$ cat src/design/rts_pkg.sv
`timescale 1ns / 1ps
// Shared types, codes and the key select function of the ready task selector.
// No dependencies.

package rts_pkg;

  localparam int KEY_W      = 16;
  localparam int POLICY_W   = 3;
  localparam int COUNT_W    = 5;
  localparam int CFG_IDX_W  = 2;
  localparam int CFG_DATA_W = 5;
  localparam int OUT_IDX_W  = 4;
  localparam int IN_IDX_W   = 4;

  localparam logic [POLICY_W-1:0] POL_FCFS = 3'd0;
  localparam logic [POLICY_W-1:0] POL_SJF  = 3'd1;
  localparam logic [POLICY_W-1:0] POL_PRIO = 3'd2;
  localparam logic [POLICY_W-1:0] POL_RM   = 3'd3;
  localparam logic [POLICY_W-1:0] POL_EDF  = 3'd4;

  localparam logic FUNC_WRITE = 1'b0;
  localparam logic FUNC_PICK  = 1'b1;

  localparam logic [CFG_IDX_W-1:0] CFG_POLICY = 2'd0;
  localparam logic [CFG_IDX_W-1:0] CFG_COUNT  = 2'd1;

  typedef struct packed {
    logic [KEY_W-1:0] arrival;
    logic [KEY_W-1:0] remaining;
    logic [KEY_W-1:0] prio;
    logic [KEY_W-1:0] period;
    logic [KEY_W-1:0] deadline;
  } entry_t;

  typedef struct packed {
    logic   en;
    logic   ready;
    entry_t entry;
  } tbl_wr_t;

  function automatic logic [KEY_W-1:0] key_sel(input logic [POLICY_W-1:0] policy,
                                               input entry_t entry);
    logic [KEY_W-1:0] key;
    case (policy)
      POL_SJF:  key = entry.remaining;
      POL_PRIO: key = entry.prio;
      POL_RM:   key = entry.period;
      POL_EDF:  key = entry.deadline;
      default:  key = entry.arrival;
    endcase
    return key;
  endfunction

endpackage

$ cat src/design/rts_table.sv
`timescale 1ns / 1ps
// Task table: entry memory with one write and one registered read port,
// plus per-entry ready flags. Depends on rts_pkg.

module rts_table #(
  parameter int MAX_ENTRIES = 16,
  localparam int IDX_W = $clog2(MAX_ENTRIES)
) (
  input  logic                clk,
  input  logic                rst_n,
  input  rts_pkg::tbl_wr_t    wr,
  input  logic [IDX_W-1:0]    wr_addr,
  input  logic [IDX_W-1:0]    rd_addr,
  output logic                rd_ready,
  output rts_pkg::entry_t     rd_entry
);

  rts_pkg::entry_t        mem_r [MAX_ENTRIES];
  rts_pkg::entry_t        rd_entry_r;
  logic                   rd_ready_r;
  logic [MAX_ENTRIES-1:0] rdy_r;
  logic [MAX_ENTRIES-1:0] rdy_nxt;

  always_comb begin
    rdy_nxt = rdy_r;
    if (wr.en) begin
      rdy_nxt[wr_addr] = wr.ready;
    end
  end

  always_ff @(posedge clk) begin
    if (!rst_n) begin
      rdy_r <= '0;
    end else begin
      rdy_r <= rdy_nxt;
    end
  end

  always_ff @(posedge clk) begin
    if (wr.en) begin
      mem_r[wr_addr] <= wr.entry;
    end
    rd_entry_r <= mem_r[rd_addr];
    rd_ready_r <= rdy_r[rd_addr];
  end

  assign rd_entry = rd_entry_r;
  assign rd_ready = rd_ready_r;

endmodule

$ cat src/design/rts_scan.sv
`timescale 1ns / 1ps
// Pick sequencer: walks the table one entry per cycle through a single
// key compare unit and strobes the result. Depends on rts_pkg.

module rts_scan #(
  parameter int MAX_ENTRIES = 16,
  localparam int IDX_W = $clog2(MAX_ENTRIES),
  localparam int CNT_W = $clog2(MAX_ENTRIES + 1)
) (
  input  logic                               clk,
  input  logic                               rst_n,
  input  logic                               start,
  input  logic                               func,
  input  logic [rts_pkg::POLICY_W-1:0]       policy,
  input  logic [rts_pkg::COUNT_W-1:0]        active_count,
  output logic                               busy,
  output logic [IDX_W-1:0]                   rd_addr,
  input  logic                               rd_ready,
  input  rts_pkg::entry_t                    rd_entry,
  output logic                               out_valid,
  output logic                               out_found,
  output logic [rts_pkg::OUT_IDX_W-1:0]      out_chosen_index
);

  localparam int LIM_W = (CNT_W > rts_pkg::COUNT_W) ? CNT_W : rts_pkg::COUNT_W;

  localparam logic [1:0] ST_IDLE  = 2'd0;
  localparam logic [1:0] ST_SCAN  = 2'd1;
  localparam logic [1:0] ST_DRAIN = 2'd2;
  localparam logic [1:0] ST_FIN   = 2'd3;

  logic [1:0]                  state_r, state_nxt;
  logic [CNT_W-1:0]            cnt_r, cnt_nxt;
  logic [CNT_W-1:0]            lim_r, lim_nxt;
  logic                        found_r, found_nxt;
  logic [IDX_W-1:0]            best_idx_r, best_idx_nxt;
  logic [rts_pkg::KEY_W-1:0]   best_key_r, best_key_nxt;
  logic                        cmp_vld_r, cmp_vld_nxt;
  logic [IDX_W-1:0]            cmp_idx_r, cmp_idx_nxt;
  logic [rts_pkg::KEY_W-1:0]   key;
  logic [LIM_W-1:0]            ac_ext;
  logic [LIM_W-1:0]            max_ext;
  logic [CNT_W-1:0]            limit;

  assign ac_ext  = LIM_W'(active_count);
  assign max_ext = LIM_W'(MAX_ENTRIES);
  assign limit   = (ac_ext > max_ext) ? CNT_W'(max_ext) : CNT_W'(ac_ext);
  assign key     = rts_pkg::key_sel(policy, rd_entry);
  assign rd_addr = cnt_r[IDX_W-1:0];

  always_comb begin
    state_nxt    = state_r;
    cnt_nxt      = cnt_r;
    lim_nxt      = lim_r;
    found_nxt    = found_r;
    best_idx_nxt = best_idx_r;
    best_key_nxt = best_key_r;
    cmp_vld_nxt  = (state_r == ST_SCAN);
    cmp_idx_nxt  = rd_addr;
    case (state_r)
      ST_IDLE: begin
        if (start && func == rts_pkg::FUNC_PICK) begin
          cnt_nxt      = '0;
          lim_nxt      = limit;
          found_nxt    = 1'b0;
          best_idx_nxt = '0;
          state_nxt    = (limit == '0) ? ST_FIN : ST_SCAN;
        end
      end
      ST_SCAN: begin
        cnt_nxt = cnt_r + CNT_W'(1);
        if (cnt_r == lim_r - CNT_W'(1)) begin
          state_nxt = ST_DRAIN;
        end
      end
      ST_DRAIN: state_nxt = ST_FIN;
      ST_FIN:   state_nxt = ST_IDLE;
      default:  state_nxt = ST_IDLE;
    endcase
    if (cmp_vld_r && rd_ready && (!found_r || key < best_key_r)) begin
      found_nxt    = 1'b1;
      best_idx_nxt = cmp_idx_r;
      best_key_nxt = key;
    end
  end

  always_ff @(posedge clk) begin
    if (!rst_n) begin
      state_r   <= ST_IDLE;
      cnt_r     <= '0;
      found_r   <= 1'b0;
      cmp_vld_r <= 1'b0;
    end else begin
      state_r   <= state_nxt;
      cnt_r     <= cnt_nxt;
      found_r   <= found_nxt;
      cmp_vld_r <= cmp_vld_nxt;
    end
  end

  always_ff @(posedge clk) begin
    lim_r      <= lim_nxt;
    best_idx_r <= best_idx_nxt;
    best_key_r <= best_key_nxt;
    cmp_idx_r  <= cmp_idx_nxt;
  end

  assign busy             = (state_r != ST_IDLE);
  assign out_valid        = (state_r == ST_FIN);
  assign out_found        = found_r;
  assign out_chosen_index = rts_pkg::OUT_IDX_W'(best_idx_r);

  a_pick_goes_busy: assert property (@(posedge clk) disable iff (!rst_n)
    (start && !busy && func == rts_pkg::FUNC_PICK) |=> busy)
    else $error("pick transfer did not start a scan");

  a_cmp_from_scan: assert property (@(posedge clk) disable iff (!rst_n)
    cmp_vld_r |-> ($past(state_r) == ST_SCAN))
    else $error("compare stage loaded outside scan");

  a_none_is_zero: assert property (@(posedge clk) disable iff (!rst_n)
    (out_valid && !out_found) |-> (out_chosen_index == '0))
    else $error("empty pick returned nonzero index");

  a_scan_in_range: assert property (@(posedge clk) disable iff (!rst_n)
    (state_r == ST_SCAN) |-> (cnt_r < lim_r))
    else $error("scan address past limit");

  a_strobe_single: assert property (@(posedge clk) disable iff (!rst_n)
    out_valid |=> !out_valid)
    else $error("result strobe held more than one cycle");

endmodule

$ cat src/design/ready_task_selector_top.sv
`timescale 1ns / 1ps
// Ready task selector top: configuration registers, write decode, task
// table and pick sequencer. Depends on rts_pkg, rts_table, rts_scan.
//
//   channel  handshake               transfer when           payload
//   input    start / busy            start && !busy          in_func .. in_deadline_time
//   result   out_valid (strobe)      out_valid               out_found, out_chosen_index
//   config   cfg_valid / cfg_ready   cfg_valid && cfg_ready  cfg_index, cfg_data
//
// A write item stores its entry at the transfer edge; busy stays low.
// A pick holds busy while it reads min(active_count, MAX_ENTRIES) table entries,
// one per cycle through the single read port, then a drain state for the last compare
// and a final state in which out_valid strobes the result; a zero count goes straight there.
// Reset (rst_n low, synchronous) clears the ready flags and both registers.
// Results cannot be stalled; cfg_ready is always high.

module ready_task_selector_top #(
  parameter int MAX_ENTRIES = 16
) (
  input  logic                                clk,
  input  logic                                rst_n,
  input  logic                                start,
  output logic                                busy,
  input  logic                                in_func,
  input  logic [rts_pkg::IN_IDX_W-1:0]        in_entry_index,
  input  logic                                in_ready_req,
  input  logic [rts_pkg::KEY_W-1:0]           in_arrival_time,
  input  logic [rts_pkg::KEY_W-1:0]           in_remaining_time,
  input  logic [rts_pkg::KEY_W-1:0]           in_priority_value,
  input  logic [rts_pkg::KEY_W-1:0]           in_period_length,
  input  logic [rts_pkg::KEY_W-1:0]           in_deadline_time,
  output logic                                out_valid,
  output logic                                out_found,
  output logic [rts_pkg::OUT_IDX_W-1:0]       out_chosen_index,
  input  logic                                cfg_valid,
  output logic                                cfg_ready,
  input  logic [rts_pkg::CFG_IDX_W-1:0]       cfg_index,
  input  logic [rts_pkg::CFG_DATA_W-1:0]      cfg_data
);

  localparam int IDX_W = $clog2(MAX_ENTRIES);
  localparam int EI_W  = ((IDX_W > rts_pkg::IN_IDX_W) ? IDX_W : rts_pkg::IN_IDX_W) + 1;

  logic [rts_pkg::POLICY_W-1:0] policy_r, policy_nxt;
  logic [rts_pkg::COUNT_W-1:0]  count_r, count_nxt;
  rts_pkg::tbl_wr_t             wr;
  logic [IDX_W-1:0]             wr_addr;
  logic [IDX_W-1:0]             rd_addr;
  logic                         rd_ready;
  rts_pkg::entry_t              rd_entry;
  logic                         in_range;

  assign cfg_ready = 1'b1;

  always_comb begin
    policy_nxt = policy_r;
    count_nxt  = count_r;
    if (cfg_valid && cfg_ready) begin
      case (cfg_index)
        rts_pkg::CFG_POLICY: policy_nxt = cfg_data[rts_pkg::POLICY_W-1:0];
        rts_pkg::CFG_COUNT:  count_nxt  = cfg_data;
        default: ;
      endcase
    end
  end

  always_ff @(posedge clk) begin
    if (!rst_n) begin
      policy_r <= rts_pkg::POL_FCFS;
      count_r  <= '0;
    end else begin
      policy_r <= policy_nxt;
      count_r  <= count_nxt;
    end
  end

  assign in_range = (EI_W'(in_entry_index) < EI_W'(MAX_ENTRIES));
  assign wr_addr  = IDX_W'(in_entry_index);

  always_comb begin
    wr.en             = start && !busy && in_func == rts_pkg::FUNC_WRITE && in_range;
    wr.ready          = in_ready_req;
    wr.entry.arrival   = in_arrival_time;
    wr.entry.remaining = in_remaining_time;
    wr.entry.prio      = in_priority_value;
    wr.entry.period    = in_period_length;
    wr.entry.deadline  = in_deadline_time;
  end

  rts_table #(
    .MAX_ENTRIES(MAX_ENTRIES)
  ) u_table (
    .clk      (clk),
    .rst_n    (rst_n),
    .wr       (wr),
    .wr_addr  (wr_addr),
    .rd_addr  (rd_addr),
    .rd_ready (rd_ready),
    .rd_entry (rd_entry)
  );

  rts_scan #(
    .MAX_ENTRIES(MAX_ENTRIES)
  ) u_scan (
    .clk              (clk),
    .rst_n            (rst_n),
    .start            (start),
    .func             (in_func),
    .policy           (policy_r),
    .active_count     (count_r),
    .busy             (busy),
    .rd_addr          (rd_addr),
    .rd_ready         (rd_ready),
    .rd_entry         (rd_entry),
    .out_valid        (out_valid),
    .out_found        (out_found),
    .out_chosen_index (out_chosen_index)
  );

endmodule

$ cat config.mk
export PLATFORM = sky130hd
export DESIGN_NAME = ready_task_selector_top
export DESIGN_NICKNAME = d
export VERILOG_FILES = /design/src/design/rts_pkg.sv /design/src/design/rts_table.sv /design/src/design/rts_scan.sv /design/src/design/ready_task_selector_top.sv
export SDC_FILE = /design/constraint.sdc
export NUM_CORES = 1
export LEC_CHECK = 0
export ABC_AREA = 1
export BUFFER_PORTS_ARGS = -buffer_cell sky130_fd_sc_hd__clkbuf_2
export CAP_MARGIN = 20
export CORE_ASPECT_RATIO = 1.25
export CORE_MARGIN = 2
export CORE_UTILIZATION = 50
export DETAILED_ROUTE_END_ITERATION = 7
export GPL_ROUTABILITY_DRIVEN = 0
export PLACE_DENSITY = 0.66
export SKIP_CTS_REPAIR_TIMING = 1
export SLEW_MARGIN = 10
export SYNTH_ARGS = -nofsm -noshare
export SYNTH_HDL_FRONTEND = slang
export SYNTH_SLANG_ARGS = --single-unit
$ cat constraint.sdc
create_clock -name clk -period 6.37 [get_ports clk]
set_clock_uncertainty 0.05 [all_clocks]
set_input_delay 1.274 -clock clk [delete_from_list [all_inputs] [get_ports clk]]
set_output_delay 1.274 -clock clk [all_outputs]
set_load 0.01 [all_outputs]
# ---- Yosys cells after proc, flatten, opt, wreduce, memory -nomap -nowiden
# Memory sizes are Yosys's and may differ from the RTL's. A register that Yosys moved wholly into a read port is not among the register bits.
# Index checks and enable logic that the tools add are counted.
dict set report word_totals {
  mem_bits_rw 1280
  memories 1
  word_cells 75
  out_inout_bits 8
  input_bits 97
  ff_bits 63
}
dict set report op_classes {
  addsub 2
  bitwise_logic 1
  n_lt_le_gt_ge 5
  n_reduce_logical 22
  n_mux 21
  eq_ne 11
}
# memory words word_bits rd rd_clocked_by_memory_dff write_ports line
set memory_table {}
lappend memory_table {u_table.mem_r 16 80 1 1 1 rts_table.sv:18} ;# rts_pkg::entry_t mem_r [MAX_ENTRIES];
# operator n
set op_table {}
lappend op_table {{16-bit one-hot mux with 4 select lines} 1}
lappend op_table {{16-bit bitwise mux} 1}
lappend op_table {{16-bit < comparator} 1}
lappend op_table {{4-bit 2-to-1 mux} 3}
lappend op_table {{2-bit AND reduction} 6}
lappend op_table {{4-bit by 5-bit < comparator with 1-bit output, second input constant} 2}
lappend op_table {{5-bit 2-to-1 mux} 2}
lappend op_table {{5-bit one-hot mux with 2 select lines} 1}
lappend op_table {{2-bit one-hot mux with 4 select lines} 1}
lappend op_table {{2-bit nonzero test} 4}
lappend op_table {{1-bit 2-to-1 mux} 7}
lappend op_table {{3-bit by 2-bit == test with 1-bit output, second input constant} 2}
lappend op_table {{1-bit logical AND} 6}
lappend op_table {{2-bit 2-to-1 mux} 3}
lappend op_table {{5-bit by 1-bit adder with 5-bit output, second input constant} 1}
lappend op_table {{5-bit == test} 1}
lappend op_table {{5-bit greater-than comparator, second input constant} 1}
lappend op_table {{5-bit logical NOT} 1}
lappend op_table {{5-bit by 1-bit subtractor with 5-bit output, second input constant} 1}
lappend op_table {{1-bit binary-select mux with 4-bit select} 1}
lappend op_table {{1-bit demux with 4-bit select} 1}
lappend op_table {{2-bit by 1-bit == test with 1-bit output, second input constant} 2}
lappend op_table {{2-bit == test, second input constant} 2}
lappend op_table {{4-bit by 1-bit >= comparator with 1-bit output, second input constant} 1}
lappend op_table {{8 further kinds} 10}

# ---- Depth between registers and ports, before layout
dict set report logic_depth {
  word_depth 7
  mapped_depth 19
  ltp_nobuf 17
}

# ---- Hierarchy
# A second synthesis with hierarchy kept.
dict set report unflattened {
  cells_unflattened 5743
  area_unflattened_um2 60407.9
}
# module cells_each area_per_inst_um2 instances seq_area_each_um2
set modules_own_cells {}
lappend modules_own_cells {rts_table 5377 57480.1 1 40378.7}
lappend modules_own_cells {rts_scan 310 2551.2 1 1011.0}
lappend modules_own_cells {ready_task_selector_top 56 376.6 1 160.2}

# ---- Least setup slack after synthesis
# OpenSTA, ideal clock, no wires.
dict set report synth_path {
  path_type {input -> register}
  startpoint {input start}
  endpoint {register u_table.rdy_r[3]}
  arrival_time_ns 5.609
  path_stages 8
  setup_time_ns 0.094
  required_ns 6.226
  setup_slack_ns 0.617
  n_path_buf 0
  path_cell_list {nand2_1 nor2_1 inv_1 nor3_1 inv_1 nor2_1 o21ai_0 a21oi_1}
}
dict set report synth_between {
  elab_chain_len 2
}
# element line
set synth_rtl {}
lappend synth_rtl {{start, declared} ready_task_selector_top.sv:22} ;# input logic start,
lappend synth_rtl {{1-bit logical AND (2 in a row)} ready_task_selector_top.sv:81} ;# wr.en = start && !busy && in_func == rts_pkg::FUNC_WRITE && in_range;
lappend synth_rtl {{end signal, assigned} rts_table.sv:35} ;# rdy_r <= rdy_nxt;
lappend synth_rtl {{end, declared} rts_table.sv:21} ;# logic [MAX_ENTRIES-1:0] rdy_r;
# No other way between the ends.
# A chain may end at the register's enable or synchronous reset.

# ---- Worst setup path after layout
dict set report layout_path {
  startpoint {register policy_r[2] (netlist bit)}
  endpoint {register u_scan.best_key_r[2] (netlist bit) (enable)}
}
dict set report layout_between {
  elab_chain_len 5
  elab_cells_between_ends 8
  cone_classes {1 x order compare; 4 x eq/ne; 1 x mux; 2 x reduce/logical}
}
# element line
set layout_rtl {}
lappend layout_rtl {{start, declared} ready_task_selector_top.sv:44} ;# logic [rts_pkg::POLICY_W-1:0] policy_r, policy_nxt;
lappend layout_rtl {{start signal, assigned} ready_task_selector_top.sv:69} ;# policy_r <= rts_pkg::POL_FCFS;
lappend layout_rtl {{start signal, assigned} ready_task_selector_top.sv:72} ;# policy_r <= policy_nxt;
lappend layout_rtl {{3-bit == test, or another cell as far along} rts_pkg.sv:44} ;# case (policy)
lappend layout_rtl {{16-bit one-hot mux with 4 select lines (*)} rts_pkg.sv:44}
lappend layout_rtl {{net u_scan.key (one bit)} rts_scan.sv:40} ;# logic [rts_pkg::KEY_W-1:0] key;
lappend layout_rtl {{16-bit < comparator (*)} rts_scan.sv:80} ;# if (cmp_vld_r && rd_ready && (!found_r || key < best_key_r)) begin
lappend layout_rtl {{1-bit logical OR (*)} rts_scan.sv:80}
lappend layout_rtl {{1-bit logical AND (*)} rts_scan.sv:80}
lappend layout_rtl {{end signal, assigned} rts_scan.sv:104} ;# best_key_r <= best_key_nxt;
lappend layout_rtl {{end, declared} rts_scan.sv:37} ;# logic [rts_pkg::KEY_W-1:0] best_key_r, best_key_nxt;
# Mark *: on every way through the listed nets, which the timed path passes. The rest lies on a longest branch.

==> results.ini <==
[run_status]
status = completed

[die]
rows = 135
die_h_um = 372
die_w_um = 298
core_area_um2 = 108000
die_area_um2 = 111000
initial_core_util = 0.502
io_pins = 105

[timing]
hold_viol = 0
finalCritPeriodShare = 0.674
worstMarginPinSlew_ns = 1.04
tns_ns = 0
rsz0062_at_grt = no
slew_viol_final = 0
post-route-min-period_ns = 4.30
timing.fmax_mhz = 233
relSlewSlack = 0.303
setup_viol = 0
whs_ns = 0.419

[clocking]
worstSkewPairLatency_ns = 0.76
htreeDepth = 4
cts.sinks = 1423
cts_tree = yes
cts_inserted_buffers = 136
clock-root-buffer = clkbuf_16
clk_path_buf_depth = 3
clk_pin_slew_worst_paths_ns = 0.06

[worst_hold_path]
min_path_cells = 2
hold_class = reg -> reg

[yosys]
synth_top_area_cell = edfxtp_1
synth_cells = 4018
synth_area_leaders = edfxtp_1 (72%), o21ai_0 (6.4%), nor2_1 (4.9%), dfxtp_1 (4.4%), o22ai_1 (2.3%)
synthTopCellsByCount = edfxtp_1 (1305), nor2_1 (707), o21ai_0 (690)
syn_area_per_cell_um2 = 13.5
synth_fp_nets = 4136
synth_edf_count = 1305
ys_async_sr_fraction = 0
synthFlopType = edfxtp_1
synth-seq-cells = 1423
seq_area_frac_synth = 0.767
yosys.area.top_type_share = 0.724
ys.warnings.count = 0
synth.most_common_cell = edfxtp_1
yosysUniqueCellTypes = 40
synth_area_um2 = 54200

[global_route]
grt_antenna_before_repair = 2
track_usage = 0.239
grt_max_degree = 177
grt_pass1_vias = 32100
grt-ovfl-total = 0
grt_pass1_wl_um = 200000

[critical_path]
startpoint = policy_r[2]
reg2reg_depth = 14
cp.required_ns = 6.70
r2r_setup_slack_ns = 2.07
cp-start-kind = flip-flop
r2r_end = u_scan.best_key_r[2]
cp-end-kind = flip-flop
rr_startpoint = policy_r[2]
crit_path_end = u_scan.best_key_r[2]
path_max_fanout = 30
worstSetupPathType = reg -> reg
cp.arrival_ns = 4.62

[route]
wirelength_um = 134000
num_vias = 33300
ant_nets = 0
dr.pass1.iters = 6
wire_per_inst_um = 23.9
drc = 0
vias_per_cell = 5.95
drtIter0Drc = 3501

[finish]
area_growth_syn_to_layout_pct = 11.5
fin_nets = 4168
multiInputGateArea_um2 = 11300
fillCellCount = 8445
regArea_um2 = 41600
drive_gt1_frac = 0.0952

[power_and_ir_drop]
internal_power_mw = 15.5
p_comb_frac = 0.111
p_clk_frac = 0.374
p_sw_mw = 5.21
powerDensity_nw_per_um2 = 342
leakagePower_nw = 19.7
vdd_drop_max_v = 0.000280
power.share.switching = 0.252
p_seq_frac = 0.515

[placed_design]
dp_hpwl_um = 71900
port_buffers = 103

[flow_run]
cap_viol_max_count = 0

## power groups by stage
stage	Clock, mW	Combinational, mW	Sequential (mW)
2_1_floorplan	0	1.54	10.7
3_3_place_gp	0	2.25	10.8
3_5_place_dp	0	2.28	10.8
4_1_cts	7.83	2.29	10.6
5_1_grt	8.17	2.54	10.7
6_report	7.73	2.29	10.6
## worst max-delay path: stages, from the launching register on
cell	delay [ns]
dfxtp_1	0.68
inv_2	0.13
nand2_1	0.15
nand3_1	0.70
a21oi_1	0.50
ha_1	0.31
a21oi_1	0.15
nor2_1	0.06
a211oi_1	0.20
nand2_1	0.12
nand2_1	0.07
nand2_1	0.06
nand2_2	0.09
nand2_4	0.09
inv_1	0.55
## how the worst min path moves through the flow
stage / from / slack, ns / endpoint
floorplan: u_scan.cnt_r[2] / 0.28 / u_scan.cmp_idx_r[2]
global placement: count_r[0] / 0.41 / count_r[0]
detailed placement: count_r[0] / 0.41 / count_r[0]
CTS: count_r[0] / 0.42 / count_r[0]
global route: count_r[3] / 0.45 / count_r[3]
finish: count_r[0] / 0.42 / count_r[0]
## metrics by stage
| step | setup WS, ns | cells | util | cell area (µm²) | total power [mW] |
|---|---|---|---|---|---|
| after floorplan | 0.617 | 4018 | - | 54200 | 12.3 |
| after global placement | 2.34 | 5350 | 0.520 | 56100 | 13.1 |
| after detailed placement | 2.24 | 5350 | 0.520 | 56100 | 13.1 |
| after CTS | 2.20 | 5589 | 0.559 | 60400 | 20.8 |
| after global routing | 1.85 | 5590 | 0.559 | 60400 | 21.4 |
| final | 2.07 | 5591 | 0.559 | 60400 | 20.7 |
## kinds of logic (layout without fill, tap and decap cells)
kind of cell,count (synthesis),after routing,synth area share
adder cells (fa/ha/maj),21,21,0.00485
XOR/XNOR,6,6,0.000970
flip-flops,1423,1423,0.767
other,1,3,0.0000692
buffers and inverters,351,484,0.0262
AND/OR/NAND/NOR,1101,1101,0.0814
AO/OA/AOI/OAI,1115,1115,0.119
## flip-flops by register name, indices dropped and copies added, names as in the netlist
| register | flops |
|---|---|
| count_r | 5 |
| policy_r | 3 |
| u_scan.best_key_r | 16 |
| u_scan.cmp_idx_r | 4 |
| u_scan.cmp_vld_r | 1 |
| u_scan.cnt_r | 5 |
| u_scan.lim_r | 5 |
| u_scan.out_chosen_index | 4 |
| u_scan.out_found | 1 |
| u_scan.state_r | 2 |
| u_table.mem_r | 1280 |
| u_table.rd_entry | 80 |
| u_table.rd_ready | 1 |
| u_table.rdy_r | 16 |
## layer usage
metal,GRT usage,part of all wire,vias to the layer above
li1,-,-,15100
met1,0.310,0.40,16700
met2,0.412,0.51,1270
met3,0.0312,0.058,252
met4,0.0905,0.034,0
met5,0,0,-
## layout make-up
type | count | area share
flip-flops and latches | 1423 | 0.688
multi-input cells | 2244 | 0.187
clock buffers | 188 | 0.0637
well taps | 1438 | 0.0298
repair buffers | 169 | 0.0188
clock inverters | 51 | 0.00678
inverters | 76 | 0.00522
diodes | 2 | 0.0000829
## placed cells by master, fill, tap and decap left out, types with 34 or more instances in the layout
| cell type | instances |
|---|---|
| o211ai_1 | 35 |
| nand3_1 | 157 |
| nand2_1 | 208 |
| edfxtp_1 | 1305 |
| o21ai_0 | 690 |
| clkbuf_2 | 103 |
| o22ai_1 | 195 |
| clkbuf_1 | 34 |
| dfxtp_1 | 115 |
| o221ai_1 | 127 |
| inv_1 | 68 |
| nor2_1 | 690 |
| clkbuf_16 | 142 |
| buf_4 | 56 |
| a21oi_1 | 45 |
No activity file was read; power rests on OpenSTA's default activity.
